===== config.mk =====
export PLATFORM = sky130hd
export DESIGN_NAME = exec_mask_scalar_unit
export DESIGN_NICKNAME = d
export VERILOG_FILES = /design/src/esu_pkg.sv /design/src/esu_compute.sv /design/src/exec_mask_scalar_unit.sv
export VERILOG_INCLUDE_DIRS = /design/src /design/src/src
export SDC_FILE = /design/constraint.sdc
export NUM_CORES = 1
export LEC_CHECK = 0
export BUFFER_PORTS_ARGS = -buffer_cell sky130_fd_sc_hd__buf_2
export CAP_MARGIN = 0
export CORE_MARGIN = 8
export CORE_UTILIZATION = 40
export DETAILED_ROUTE_END_ITERATION = 16
export GPL_ROUTABILITY_DRIVEN = 0
export HOLD_SLACK_MARGIN = 0.12
export SETUP_SLACK_MARGIN = 0.05
export SLEW_MARGIN = 20
export SYNTH_ARGS = -nofsm -noshare
export SYNTH_HDL_FRONTEND = slang
export SYNTH_SLANG_ARGS = --single-unit

===== constraint.sdc =====
create_clock -name clk_i -period 7.75 [get_ports clk_i]
set_clock_uncertainty 0.15 [all_clocks]
set_input_delay 0.775 -clock clk_i [delete_from_list [all_inputs] [get_ports clk_i]]
set_output_delay 0.775 -clock clk_i [all_outputs]
set_load 0.01 [all_outputs]

===== src/exec_mask_scalar_unit_macros.svh =====
// ----------------------------------------------------------------------------
// Assertion macros for the exec-mask scalar unit
// Concurrent assertion wrappers; define ASSERT_OFF to compile them out.
// ----------------------------------------------------------------------------
`ifndef EXEC_MASK_SCALAR_UNIT_MACROS_SVH
`define EXEC_MASK_SCALAR_UNIT_MACROS_SVH

`ifndef ASSERT_OFF
// property checked while reset is released
`define ESU_ASSERT(lbl, clk, rst_n, prop, msg) \
  lbl: assert property (@(posedge clk) disable iff (!rst_n) prop) else $error(msg);
// property checked during reset as well
`define ESU_ASSERT_ALWAYS(lbl, clk, prop, msg) \
  lbl: assert property (@(posedge clk) prop) else $error(msg);
`else
`define ESU_ASSERT(lbl, clk, rst_n, prop, msg)
`define ESU_ASSERT_ALWAYS(lbl, clk, prop, msg)
`endif

`endif


===== src/esu_pkg.sv =====
// ----------------------------------------------------------------------------
// esu_pkg
// Types, codes and helper functions of the exec-mask scalar unit.
// ----------------------------------------------------------------------------
package esu_pkg;

  localparam int unsigned DATA_W      = 64;
  localparam int unsigned HALF_W      = 32;
  localparam int unsigned NIBBLES     = 8;   // nibbles per 32-bit half
  localparam int unsigned MODE_W      = 4;
  localparam int unsigned IN_TDATA_W  = 72;  // 69 bits of fields, byte padded
  localparam int unsigned OUT_TDATA_W = 136; // 131 bits of fields, byte padded
  localparam int unsigned APB_ADDR_W  = 3;
  localparam int unsigned APB_DATA_W  = 32;

  // register word index (paddr[2])
  localparam logic REG_WAVE64_MODE = 1'b0;

  typedef enum logic [MODE_W-1:0] {
    MODE_AND      = 4'd0,
    MODE_NAND     = 4'd1,
    MODE_ANDN1    = 4'd2,
    MODE_ANDN2    = 4'd3,
    MODE_OR       = 4'd4,
    MODE_ORN1     = 4'd5,
    MODE_NOR      = 4'd6,
    MODE_XOR      = 4'd7,
    MODE_XNOR     = 4'd8,
    MODE_ORN2     = 4'd9,
    MODE_WQM      = 4'd10,
    MODE_QUADMASK = 4'd11
  } esu_mode_e;

  typedef struct packed {
    logic [DATA_W-1:0] dest_value;
    logic              dest_high_written;
    logic              scc_out;
    logic              scc_written;
    logic [DATA_W-1:0] exec_now;
  } esu_result_t;

  // each nonzero nibble becomes all ones
  function automatic logic [HALF_W-1:0] wqm32(input logic [HALF_W-1:0] v);
    logic [HALF_W-1:0] r;
    r = '0;
    for (int i = 0; i < NIBBLES; i++) begin
      r[i*4 +: 4] = {4{|v[i*4 +: 4]}};
    end
    return r;
  endfunction

  // one bit per nibble, set when the nibble is nonzero
  function automatic logic [NIBBLES-1:0] qmask32(input logic [HALF_W-1:0] v);
    logic [NIBBLES-1:0] r;
    r = '0;
    for (int i = 0; i < NIBBLES; i++) begin
      r[i] = |v[i*4 +: 4];
    end
    return r;
  endfunction

endpackage


===== src/esu_compute.sv =====
// ----------------------------------------------------------------------------
// esu_compute
// Combinational datapath: saveexec combine, wqm, quadmask, SCC and new mask.
// ----------------------------------------------------------------------------
module esu_compute (
  input  logic [esu_pkg::MODE_W-1:0] mode_i,
  input  logic                       wide_op_i,
  input  logic [esu_pkg::DATA_W-1:0] src_word_i,
  input  logic [esu_pkg::DATA_W-1:0] exec_i,
  input  logic                       wave64_i,
  output esu_pkg::esu_result_t       result_o
);
  import esu_pkg::*;

  logic [DATA_W-1:0] comb_val;
  logic [HALF_W-1:0] src_lo;
  logic [HALF_W-1:0] src_hi;

  assign src_lo = src_word_i[HALF_W-1:0];
  assign src_hi = src_word_i[DATA_W-1:HALF_W];

  // bitwise combine over the full word; the 32-bit form uses the low half only
  always_comb begin
    case (esu_mode_e'(mode_i))
      MODE_AND:   comb_val = exec_i & src_word_i;
      MODE_NAND:  comb_val = ~(exec_i & src_word_i);
      MODE_ANDN1: comb_val = exec_i & ~src_word_i;
      MODE_ANDN2: comb_val = ~exec_i & src_word_i;
      MODE_OR:    comb_val = exec_i | src_word_i;
      MODE_ORN1:  comb_val = exec_i | ~src_word_i;
      MODE_NOR:   comb_val = ~(exec_i | src_word_i);
      MODE_XOR:   comb_val = exec_i ^ src_word_i;
      MODE_XNOR:  comb_val = ~(exec_i ^ src_word_i);
      default:    comb_val = ~exec_i | src_word_i;
    endcase
  end

  always_comb begin
    result_o = '0;
    result_o.exec_now = exec_i;
    if (mode_i inside {[MODE_AND:MODE_ORN2]}) begin
      result_o.scc_written = 1'b1;
      if (wide_op_i) begin
        result_o.dest_value        = exec_i;
        result_o.dest_high_written = 1'b1;
        result_o.exec_now          = comb_val;
        result_o.scc_out           = wave64_i ? (|comb_val) : (|comb_val[HALF_W-1:0]);
      end else begin
        result_o.dest_value = {{HALF_W{1'b0}}, exec_i[HALF_W-1:0]};
        result_o.exec_now   = {(wave64_i ? exec_i[DATA_W-1:HALF_W] : {HALF_W{1'b0}}),
                               comb_val[HALF_W-1:0]};
        result_o.scc_out    = |comb_val[HALF_W-1:0];
      end
    end else if (mode_i == MODE_WQM) begin
      result_o.dest_value        = {(wide_op_i ? wqm32(src_hi) : {HALF_W{1'b0}}),
                                    wqm32(src_lo)};
      result_o.dest_high_written = wide_op_i;
    end else if (mode_i == MODE_QUADMASK) begin
      result_o.dest_value        = {{(DATA_W-2*NIBBLES){1'b0}},
                                    (wide_op_i ? qmask32(src_hi) : {NIBBLES{1'b0}}),
                                    qmask32(src_lo)};
      result_o.dest_high_written = wide_op_i;
    end
  end

endmodule


===== src/exec_mask_scalar_unit.sv =====
// ----------------------------------------------------------------------------
// exec_mask_scalar_unit
// Scalar execution-mask unit of one GPU wave (saveexec, wqm, quadmask).
// ----------------------------------------------------------------------------
// Usage:
//   Operations arrive on the s_axis stream; each transfer carries the
//   operation code, the 32/64-bit form flag and the 64-bit source. Every
//   operation yields exactly one result transfer on m_axis: destination
//   value, destination-high flag, SCC and its write flag, and the mask as
//   it stands after the operation.
//   The input register loads at the input transfer edge and the result
//   register loads when the item advances, which a stalled receiver can
//   hold off; m_axis_tvalid rises once the result register is loaded.
//   Throughput is one operation per cycle while the receiver does not stall;
//   the mask register is loaded from the datapath as each operation advances,
//   so back-to-back operations see each other's updates.
//   When the receiver stalls, the result register holds and the input
//   register fills; s_axis_tready drops only once both are occupied.
//   The APB port holds wave64_mode at address 0 (bit 0); write it only while
//   the unit is idle. Reset clears both stages, sets the mask to all ones
//   and selects 64-lane waves.
// ----------------------------------------------------------------------------
`include "exec_mask_scalar_unit_macros.svh"

module exec_mask_scalar_unit (
  input  logic                            clk_i,
  input  logic                            rst_ni,
  // s_axis_tdata: mode[3:0], wide_op[4], src_word[68:5], zero pad
  input  logic                            s_axis_tvalid,
  output logic                            s_axis_tready,
  input  logic [esu_pkg::IN_TDATA_W-1:0]  s_axis_tdata,
  // m_axis_tdata: dest_value[63:0], dest_high_written[64], scc_out[65],
  //               scc_written[66], exec_now[130:67], zero pad
  output logic                            m_axis_tvalid,
  input  logic                            m_axis_tready,
  output logic [esu_pkg::OUT_TDATA_W-1:0] m_axis_tdata,
  // APB configuration port
  input  logic                            psel,
  input  logic                            penable,
  input  logic                            pwrite,
  input  logic [esu_pkg::APB_ADDR_W-1:0]  paddr,
  input  logic [esu_pkg::APB_DATA_W-1:0]  pwdata,
  output logic [esu_pkg::APB_DATA_W-1:0]  prdata,
  output logic                            pready
);
  import esu_pkg::*;

  // configuration
  logic wave64_q, wave64_d;
  logic cfg_wr;

  assign pready = 1'b1;
  assign cfg_wr = psel & penable & pwrite & pready & (paddr[2] == REG_WAVE64_MODE);
  assign wave64_d = cfg_wr ? pwdata[0] : wave64_q;
  assign prdata = (paddr[2] == REG_WAVE64_MODE) ? {{(APB_DATA_W-1){1'b0}}, wave64_q} : '0;

  // input register
  logic              in_valid_q, in_valid_d;
  logic [MODE_W-1:0] mode_q, mode_d;
  logic              wide_q, wide_d;
  logic [DATA_W-1:0] src_q, src_d;
  logic              in_xfer;
  logic              advance;

  // result register and mask
  logic              out_valid_q, out_valid_d;
  esu_result_t       out_res_q, out_res_d;
  logic [DATA_W-1:0] exec_q, exec_d;
  esu_result_t       res;

  // an item leaves the input register when the result register is free or drains
  assign advance       = in_valid_q & (~out_valid_q | m_axis_tready);
  assign s_axis_tready = ~in_valid_q | advance;
  assign in_xfer       = s_axis_tvalid & s_axis_tready;

  always_comb begin
    in_valid_d = in_xfer | (in_valid_q & ~advance);
    mode_d     = in_xfer ? s_axis_tdata[MODE_W-1:0] : mode_q;
    wide_d     = in_xfer ? s_axis_tdata[MODE_W] : wide_q;
    src_d      = in_xfer ? s_axis_tdata[MODE_W+1 +: DATA_W] : src_q;
  end

  esu_compute u_compute (
    .mode_i     (mode_q),
    .wide_op_i  (wide_q),
    .src_word_i (src_q),
    .exec_i     (exec_q),
    .wave64_i   (wave64_q),
    .result_o   (res)
  );

  always_comb begin
    out_valid_d = advance | (out_valid_q & ~m_axis_tready);
    out_res_d   = advance ? res : out_res_q;
    exec_d      = advance ? res.exec_now : exec_q;
  end

  always_ff @(posedge clk_i or negedge rst_ni) begin
    if (!rst_ni) begin
      in_valid_q  <= 1'b0;
      out_valid_q <= 1'b0;
      exec_q      <= '1;
      wave64_q    <= 1'b1;
    end else begin
      in_valid_q  <= in_valid_d;
      out_valid_q <= out_valid_d;
      exec_q      <= exec_d;
      wave64_q    <= wave64_d;
    end
  end

  // payload, no reset
  always_ff @(posedge clk_i) begin
    mode_q    <= mode_d;
    wide_q    <= wide_d;
    src_q     <= src_d;
    out_res_q <= out_res_d;
  end

  assign m_axis_tvalid = out_valid_q;
  assign m_axis_tdata  = {{(OUT_TDATA_W-2*DATA_W-3){1'b0}},
                          out_res_q.exec_now,
                          out_res_q.scc_written,
                          out_res_q.scc_out,
                          out_res_q.dest_high_written,
                          out_res_q.dest_value};

  // assertions
  `ESU_ASSERT(a_exec_only_on_advance, clk_i, rst_ni,
              !advance |=> $stable(exec_q), "exec mask changed without an operation")
  `ESU_ASSERT(a_result_tracks_exec, clk_i, rst_ni,
              out_valid_q |-> (out_res_q.exec_now == exec_q),
              "pending result disagrees with exec mask")
  `ESU_ASSERT(a_scc_needs_write, clk_i, rst_ni,
              out_valid_q && out_res_q.scc_out |-> out_res_q.scc_written,
              "SCC set on an operation that does not write it")
  // stages are empty on the edge after any cycle spent in reset
  `ESU_ASSERT_ALWAYS(a_no_advance_in_reset, clk_i,
                     !rst_ni |=> !out_valid_q && !in_valid_q, "pipeline occupied during reset")

endmodule

# After elaboration in Yosys (flattened, before gate mapping)
# Cells that the tools add are included.
# Widths: inputs -> output; s select.
# totals
word_cells,86
ff_bits,267
in_bits,114
out_inout_bits,171
# classes
order_cmp,2
bitwise_logic,28
n_eq_ne,10
reduce_logical,20
muxes,14
# op_table
operator,count
$pmux 64 s9,1
$not 64->64,5
$mux 65,3
$and 64x64->64,3
$or 64x64->64,3
$mux 64,2
$mux 32,2
$reduce_or 4->1,16
$reduce_or 64->1,1
$xor 64x64->64,1
$reduce_or 32->1,1
$mux 17,1
$eq 4x3->1 const B,4
$eq 4x4->1 const B,3
$eq 4x2->1 const B,2
$mux 8,1
$and 1x1->1,7
$not 1->1,5
$eq 4x1->1 const B,1
$ge 4x1->1 const B,1
$le 4x4->1 const B,1
$logic_not 4->1,1
$mux 1,4
$or 1x1->1,4
$logic_and 1x1->1,1

# Longest topological paths before layout
# Gate-level depths: netlist of run 1.
# logic_depth
ltp_word,6
ltp_mapped,12
depth_no_buf,10

# Cells and area by module
# Synthesis of run 1 repeated with hierarchy kept, for this count alone.
# hier_totals
hier_cells,1977
hier_area_um2,20181.9
# modules_own_cells
mod,n_inst,cells_each,area_each_um2,seq_area_each_um2
esu_compute,1,1590,11064.4,0.0
exec_mask_scalar_unit,1,387,9117.5,7763.7

# Worst setup path before layout of run 1
# OpenSTA, ideal clock, no wires.
# synth_timing
path_type,input -> register
start,input port m_axis_tready
end,"register out_res_q, in the netlist m_axis_tdata[0] (enable)"
required_ps,7056
arrival_time_ps,5116
cell_stages,5
n_path_buf,3
setup_ps,544
setup_slack_ps,1940
path_cell_list,nand2b_1 -> and2_1 -> clkbuf_1 -> clkbuf_1 -> clkbuf_1
# synth_via
elab_chain_len,2
# synth_rtl
element,line_no,rtl
from (decl),exec_mask_scalar_unit.sv:35,"input logic m_axis_tready,"
$or 1x1->1,exec_mask_scalar_unit.sv:72,assign advance = in_valid_q & (~out_valid_q | m_axis_tready);
$and 1x1->1,exec_mask_scalar_unit.sv:72,
net advance,exec_mask_scalar_unit.sv:63,logic advance;
to (signal assigned),exec_mask_scalar_unit.sv:117,out_res_q <= out_res_d;
to (decl),exec_mask_scalar_unit.sv:67,"esu_result_t out_res_q, out_res_d;"
# The timed path passes the listed nets, and every way through them passes these cells.
# A chain may end at the register's enable or synchronous reset.

# Worst setup path in the final report of run 1
# layout_timing
start,register mode_q[1]
end,"register out_res_q, in the netlist m_axis_tdata[65] (data pin)"
# layout_via
elab_chain_len,5
elab_cells_between_ends,17
cone_classes,2 x order compare; 8 x eq/ne; 3 x mux; 4 x reduce/logical
# layout_rtl
element,line_no,rtl
from (decl),exec_mask_scalar_unit.sv:59,"logic [MODE_W-1:0] mode_q, mode_d;"
from (signal assigned),exec_mask_scalar_unit.sv:114,mode_q <= mode_d;
"$eq 4x4->1, or another cell as far along",esu_compute.sv:24,case (esu_mode_e'(mode_i))
$pmux 64 s9,esu_compute.sv:24,
$reduce_or 64->1 or $reduce_or 32->1 (tied branches),"esu_compute.sv:47, esu_compute.sv:52",
$mux 1,esu_compute.sv:47,result_o.scc_out = wave64_i ? (|comb_val) : (|comb_val[HALF_W-1:0]);
$mux 1,esu_compute.sv:43,if (wide_op_i) begin
# Several ways; a longest one is shown, not always the timed one.

==> summary.md, run 1 <==
| Metric | Value |
|---|---|
| Via density | 5.90 |
| First DRT Iteration DRCs | 1556 |
| TritonCTS clock tree | yes |
| Hold_buf cts | 0 |
| Min-delay worst type | input pin to flop |
| Simple-gate share of the synthesized area | 10.9% |
| Fillers | 4447 |
| Multi-input gate area | 0.0103 mm^2 |
| GRT Util Overall | 22.0% |
| Post-cts sizing count | 0 |
| Clk buf depth | 3 |
| # nets final | 2446 |
| Hold Slack | 0.216 ns |
| Pin count of the biggest net entering global routing | 189 |
| Die H | 236 um |
| First-pass GRT wire length | 97000 um |
| Worst slew pin tran | 1.14 ns |
| Initial antenna violation count | 1 |
| Fmax achieved | 220 MHz |
| Area growth syn-to-layout | 12.7% |
| Site Rows | 80 |
| Number of global-route vias before repair | 15900 |
| Antenna Nets Post-Route | 0 |
| Outcome | complete, no violations |
| Routed vias | 16000 |
| Area of the core | 0.0477 mm^2 |
| Register area | 0.00776 mm^2 |
| Port Buffers | 211 |
| Avg Cell Area, Syn | 9.96 um^2 |
| Initial Util | 40.5% |
| Largest area contributor in the netlist | edfxtp_1 |
| Setup total negative slack | 0 ns |
| CP Capture Type | flop |
| Clock Sinks | 267 |
| RSZ-0062 raised after global routing | false |
| Rel. slew slack | 23.1% |
| Synth Area in Compound Gates | 19.4% |
| Setup Crit Path Kind | flop to flop |
| Ys flop type | edfxtp_1 |
| Setup WS pre-CTS | 3.32 ns |
| Critical-path top delay cell | buf_4 |
| HPWL Detailed | 42700 um |
| FF+latch count, synth | 267 |
| DR WL/cell | 23.7 um |
| Die Area | 0.0557 mm^2 |
| Max Cap Viol | 0 |
| CP required | 7.92 ns |
| Xor and xnor area share after synthesis | 0.769% |
| Mux contribution to synthesized area | 4.36% |
| WL final | 64300 um |
| Final slew viol count | 0 |
| Post-synth EDFFs | 200 |
| Gate Count Post-Synth | 1943 |
| Synth top cells by count | ha_1 (256), nand2_1 (230), edfxtp_1 (200) |
| Distinct cells, synth | 79 |
| DRC Markers | 0 |
| Clk slew on worst S/H paths | 0.06 ns |
| Num ports | 285 |
| Largest cells by area after synthesis | edfxtp_1 (31%), ha_1 (17%), dfstp_2 (8.8%) |
| TritonRoute pass-1 iters | 6 |
| Grt ovf | 0 |
| Worst path max stage delay | 0.79 ns |
| Later-pin clock latency in the skew report | 0.59 ns |
| P_leak | 9.08 nW |
| Synth Cell Area | 0.0194 mm^2 |
| H-tree levels | 1 |
| Max VDD drop | 0.189 mV |
| Share of layout cells above drive strength 1 | 20.4% |
| Antenna fix cells | 0 |
| Crit start category | flop |
| Crit-path max FO | 89 |
| Main combinational cell family by area after synthesis | compound AO/OA/AOI/OAI gates |
| Chip width | 236 um |
| Count leader, synth | ha_1 |
| CTS Buf Count | 30 |
| Power Dens Cells | 242 mW/mm^2 |
| Adder-cell share of the synthesized area | 16.6% |
| Total power | 5.28 mW |
| Final period util | 58.8% |
| Final WS setup | 3.20 ns |
| Critical Path AT | 4.73 ns |
| Critical path, cell by cell | buf_4, nand2_1, o221a_2, o22a_1, o31ai_1, nand4_1, nor4_1, a41oi_1, o31a_1 |
| Register area share after synthesis | 40.1% |
| Yosys top cell area share | 31.0% |
| Yosys warnings | 0 |
| Period minus WS final | 4.55 ns |
| CTS root buffer | clkbuf_16 |
| Asr flop ratio synth | 25.1% |
| Final hold vios | 0 |
| Final setup fails | 0 |
| Post-CTS Setup Bufs | 0 |
cells in the final DEF (no fill, tap or decap), types with 13 or more instances in the layout:
cell and n:
a21oi_1 67, a22o_1 15, a22oi_1 37, a32o_1 18
a32oi_1 17, buf_2 211, buf_4 28, clkbuf_16 31
conb_1 37, dfstp_2 65, edfxtp_1 200, ha_1 256
inv_1 137, mux2_2 34, mux2i_1 46, nand2_1 228
nand2b_1 27, nand3_1 14, nor2_1 66, nor2b_1 13
nor3b_1 14, nor4_1 19, o211ai_1 15, o21ai_0 163
o221ai_1 22, o22ai_1 84
cell type report:
class	count	area share, %
flip-flops and latches	267	35.6
clock buffers	38	3.81
multi-input cells	1397	47.2
well taps	615	3.53
inverters	139	2.39
clock inverters	18	1.45
repair buffers	241	6.02
worst max-delay path, delay by kind of cell (launching register included):
| family | cells | cell delay, ns |
|---|---|---|
| buf+inv | 1 | 0.79 |
| flops | 1 | 0.33 |
| compound gates | 5 | 1.86 |
| simple gates | 3 | 1.14 |
sequential cells by signal (all words and copies together) (netlist names):
name,cells
exec_q,64
in_valid_q,1
m_axis_tdata,131
m_axis_tvalid,1
mode_q,4
src_q,64
wave64_q,1
wide_q,1
final timing paths:
path                                      startpoint                              to  slack, ns  depth (start not counted)
worst max-delay path             mode_q[1]$_DFFE_PP_  m_axis_tdata[65]$_SDFFCE_PP0P_       3.20                          9
worst min register to register  in_valid_q$_DFF_PN0_         m_axis_tvalid$_DFF_PN0_       0.35                          1
worst max register to register   mode_q[1]$_DFFE_PP_  m_axis_tdata[65]$_SDFFCE_PP0P_       3.20                          9
worst min-delay path                s_axis_tdata[44]             src_q[39]$_DFFE_PP_       0.22                          1
max in group asynchronous                     rst_ni         m_axis_tvalid$_DFF_PN0_       6.12                          2
min in group asynchronous                     rst_ni          exec_q[32]$_DFFE_PN1P_       0.45                          1
metrics by stage:
stage,std cells,instance area [um^2],utilization (%)
floorplan,1978,19500,-
global placement,2658,20600,43.2
detailed placement,2658,20600,43.2
CTS,2714,21800,45.6
global route,2715,21800,45.7
finish,2715,21800,45.7
power by group:
| part | switching [mW] | internal, mW | total, mW |
|---|---|---|---|
| sequential | 0.175 | 1.89 | 2.07 |
| combinational | 0.976 | 0.575 | 1.55 |
| clock | 0.627 | 1.03 | 1.66 |
| total | 1.78 | 3.50 | 5.28 |
routing by layer:
layer | track usage [%] | up-vias | routed length [um]
li1 | - | 7313 | -
met1 | 28.8 | 7842 | 27300
met2 | 35.8 | 710 | 29900
met3 | 4.00 | 156 | 4810
met4 | 8.42 | 2 | 2350
met5 | 0 | - | 10
cell families after synthesis:
family | after synthesis
compound gates | 559
xor+xnor | 17
fa+ha+maj | 256
buf+inv | 314
flops | 267
mux | 80
other cells | 2
simple gates | 448
(Power assumes the default switching activity.)
==> run 2, diff against run 1 <==
- ABC_AREA: not set -> 1
- clock period: 7.75 -> 4.09 ns (I/O delays scaled with it)
==> summary.md, run 2 <==
| Metric | Value |
|---|---|
| Multi-input gate area | 0.0106 mm^2 (+2.6%) |
| Synth top cells by count | nand2_1 (774), nor2_1 (264), inv_1 (261) |
| Worst slew pin tran | 1.12 ns (-0.0259 ns) |
| CP Capture Type | flop |
| Ys flop type | edfxtp_1 |
| Setup Crit Path Kind | flop to flop |
| Number of global-route vias before repair | 18100 (+13%) |
| Grt ovf | 0 (unchanged) |
| Chip width | 239 um (+1.4%) |
| Post-cts sizing count | 0 (unchanged) |
| Util after Layout | 47.2% (+1.5 points) |
| Pin count of the biggest net entering global routing | 122 (-35%) |
| Register area | 0.00776 mm^2 (unchanged) |
| Final hold vios | 0 (unchanged) |
| Routed vias | 18300 (+14%) |
| Initial Util | 40.1% (-0.39 points) |
| R2R cell count | 14 (+5) |
| Metal2 WL | 30200 um (+1.2%) |
| Max Cap Viol | 0 (unchanged) |
| Commonest non-fill, non-tap cell in the layout | nand2_1 |
| Outcome | complete, no violations |
| Clk buf depth | 3 (unchanged) |
| M1 WL | 27400 um (+0.23%) |
| Power Dens Cells | 398 mW/mm^2 (+64%) |
| H-tree levels | 1 (unchanged) |
| Asr flop ratio synth | 25.1% (unchanged) |
| Largest area contributor in the netlist | edfxtp_1 |
| Setup total negative slack | 0 ns (unchanged) |
| Final setup fails | 0 (unchanged) |
| Routed wl met3 | 4590 um (-4.5%) |
| DR WL/cell | 18.5 um (-22%) |
| P_leak | 11.1 nW (+22%) |
| Period minus WS final | 3.28 ns (-1.28 ns) |
| Gate Count Post-Synth | 2580 (+33%) |
| CTS root buffer | clkbuf_16 |
| First DRT Iteration DRCs | 1433 (-7.9%) |
| Fmax achieved | 305 MHz (+39%) |
| Critical Path AT | 3.57 ns (-1.16 ns) |
| Rel. slew slack | 25.4% (+2.3 points) |
| Hold_buf cts | 76 (+76) |
| Clock Sinks | 267 (unchanged) |
| Register area share after synthesis | 38.9% (-1.2 points) |
| TritonRoute pass-1 iters | 6 (unchanged) |
| HPWL Detailed | 43700 um (+2.4%) |
| Site Rows | 82 (+2.5%) |
| WL final | 64800 um (+0.67%) |
| Area growth syn-to-layout | 17.6% |
| Placed inst area | 0.0216 mm^2 (+4.9%) |
| Clk slew on worst S/H paths | 0.07 ns (about the same) |
| Final slew viol count | 0 (unchanged) |
| Yosys top cell area share | 30.1% (-0.91 points) |
| GRT Util Overall | 22.0% (+0.027 points) |
| RSZ-0062 raised after global routing | false |
| Die H | 239 um (+1.4%) |
| Post-CTS Setup Bufs | 0 (unchanged) |
| Share of layout cells above drive strength 1 | 14.8% (-5.6 points) |
| TritonCTS clock tree | yes |
| Die Area | 0.0572 mm^2 (+2.8%) |
| Antenna Nets Post-Route | 0 (unchanged) |
| Avg Cell Area, Syn | 7.73 um^2 (-22%) |
| Antenna fix cells | 0 (unchanged) |
| CTS Buf Count | 31 (+3.3%) |
| Min-delay worst type | input pin to async pin |
| Crit-path max FO | 17 (-81%) |
| Highest Signal Layer | met4 |
| CP required | 4.39 ns (-3.53 ns) |
| Port Buffers | 211 (unchanged) |
| Max reg flops | 131 (unchanged) |
| Area of the core | 0.0497 mm^2 (+4.0%) |
| Largest cells by area after synthesis | edfxtp_1 (30%), ha_1 (16%), nand2_1 (15%) |
| Post-synth EDFFs | 200 (unchanged) |
| Final Cell Area | 0.0234 mm^2 (+7.5%) |
| Yosys warnings | 0 (unchanged) |
| Distinct cells, synth | 26 (-67%) |
| Via density | 5.21 (-12%) |
| # nets final | 3182 (+30%) |
| R2r setup slk | 0.81 ns (-2.38 ns) |
| Max VDD drop | 0.358 mV (+90%) |
| Hold Slack | 0.297 ns (+0.0819 ns) |
| Count leader, synth | nand2_1 |
| Fillers | 4837 (+8.8%) |
| Later-pin clock latency in the skew report | 0.60 ns (about the same) |
| First-pass GRT wire length | 100000 um (+3.4%) |
| FF+latch count, synth | 267 (unchanged) |
| Initial antenna violation count | 0 (-1) |
| Final period util | 80.1% (+21 points) |
| Most frequent cells in the layout | nand2_1 (772), inv_1 (260), ha_1 (256), nor2_1 (254), o21ai_0 (213) |
| Crit start category | flop |
| DRC Markers | 0 (unchanged) |
| Num ports | 285 (unchanged) |
| Synth Cell Area | 0.0199 mm^2 (+3.0%) |
-- run 2: power by group --
group	total, mW	internal (mW)	leakage, nW	switching (mW)
combinational	2.62	0.908	7.91	1.71
clock	2.84	1.63	0.502	1.21
sequential	3.87	3.54	2.65	0.325
-- run 2: per-layer routing --
layer  vias to the layer above  GRT usage, %
li1                       8745             -
met1                      8653          28.4
met2                       707          36.5
met3                       162          3.06
met4                         0          9.64
met5                         -             0
-- run 2: area by class of cell --
cell class / count / share of cell area [%]
Clock buffer: 37 / 3.49
Clock inverter: 21 / 0.939
Inverter: 262 / 4.23
Multi-Input combinational cell: 1919 / 45.1
Sequential cell: 267 / 33.1
Tap cell: 672 / 3.59
Timing Repair Buffer: 331 / 9.54
-- run 2: cell families (layout without fill, tap and decap cells) --
group	count (synthesis)	count (layout)	synth area share (%)
simple gates	1323	1323	27.8
compound gates	303	303	8.13
fa+ha+maj	256	256	16.1
flops	267	267	38.9
other cells	2	37	0.0377
buf+inv	429	651	9.02
-- run 2: through the flow --
stage               cells  total power, mW  setup WS (ns)
finish               3509             9.32          0.813
global route         3509             9.89          0.583
CTS                  3509             9.39          0.848
detailed placement   3375             6.45          0.850
global placement     3375             6.35          0.880
floorplan            2615             5.54          0.740
-- run 2: final timing paths --
path	from	end
worst max-delay path	mode_q[1]$_DFFE_PP_	m_axis_tdata[65]$_SDFFCE_PP0P_
max in group asynchronous	rst_ni	exec_q[60]$_DFFE_PN1P_
min in group clk_i	in_valid_q$_DFF_PN0_	m_axis_tvalid$_DFF_PN0_
worst max register to register	mode_q[1]$_DFFE_PP_	m_axis_tdata[65]$_SDFFCE_PP0P_
worst min-delay path	rst_ni	in_valid_q$_DFF_PN0_
worst min register to register	in_valid_q$_DFF_PN0_	m_axis_tvalid$_DFF_PN0_
-- run 2: critical path, cell delays in order, from the launching register on --
cell,delay [ns]
edfxtp_1,0.49
inv_1,0.18
nor2_2,0.75
nand2_1,0.53
o21ai_0,0.32
nor2_1,0.07
nand3_1,0.07
nand2_1,0.09
nand2_1,0.12
nor2_1,0.05
nand2_1,0.05
nor2_1,0.04
nand2_1,0.06
nand2_1,0.05
a21oi_1,0.11
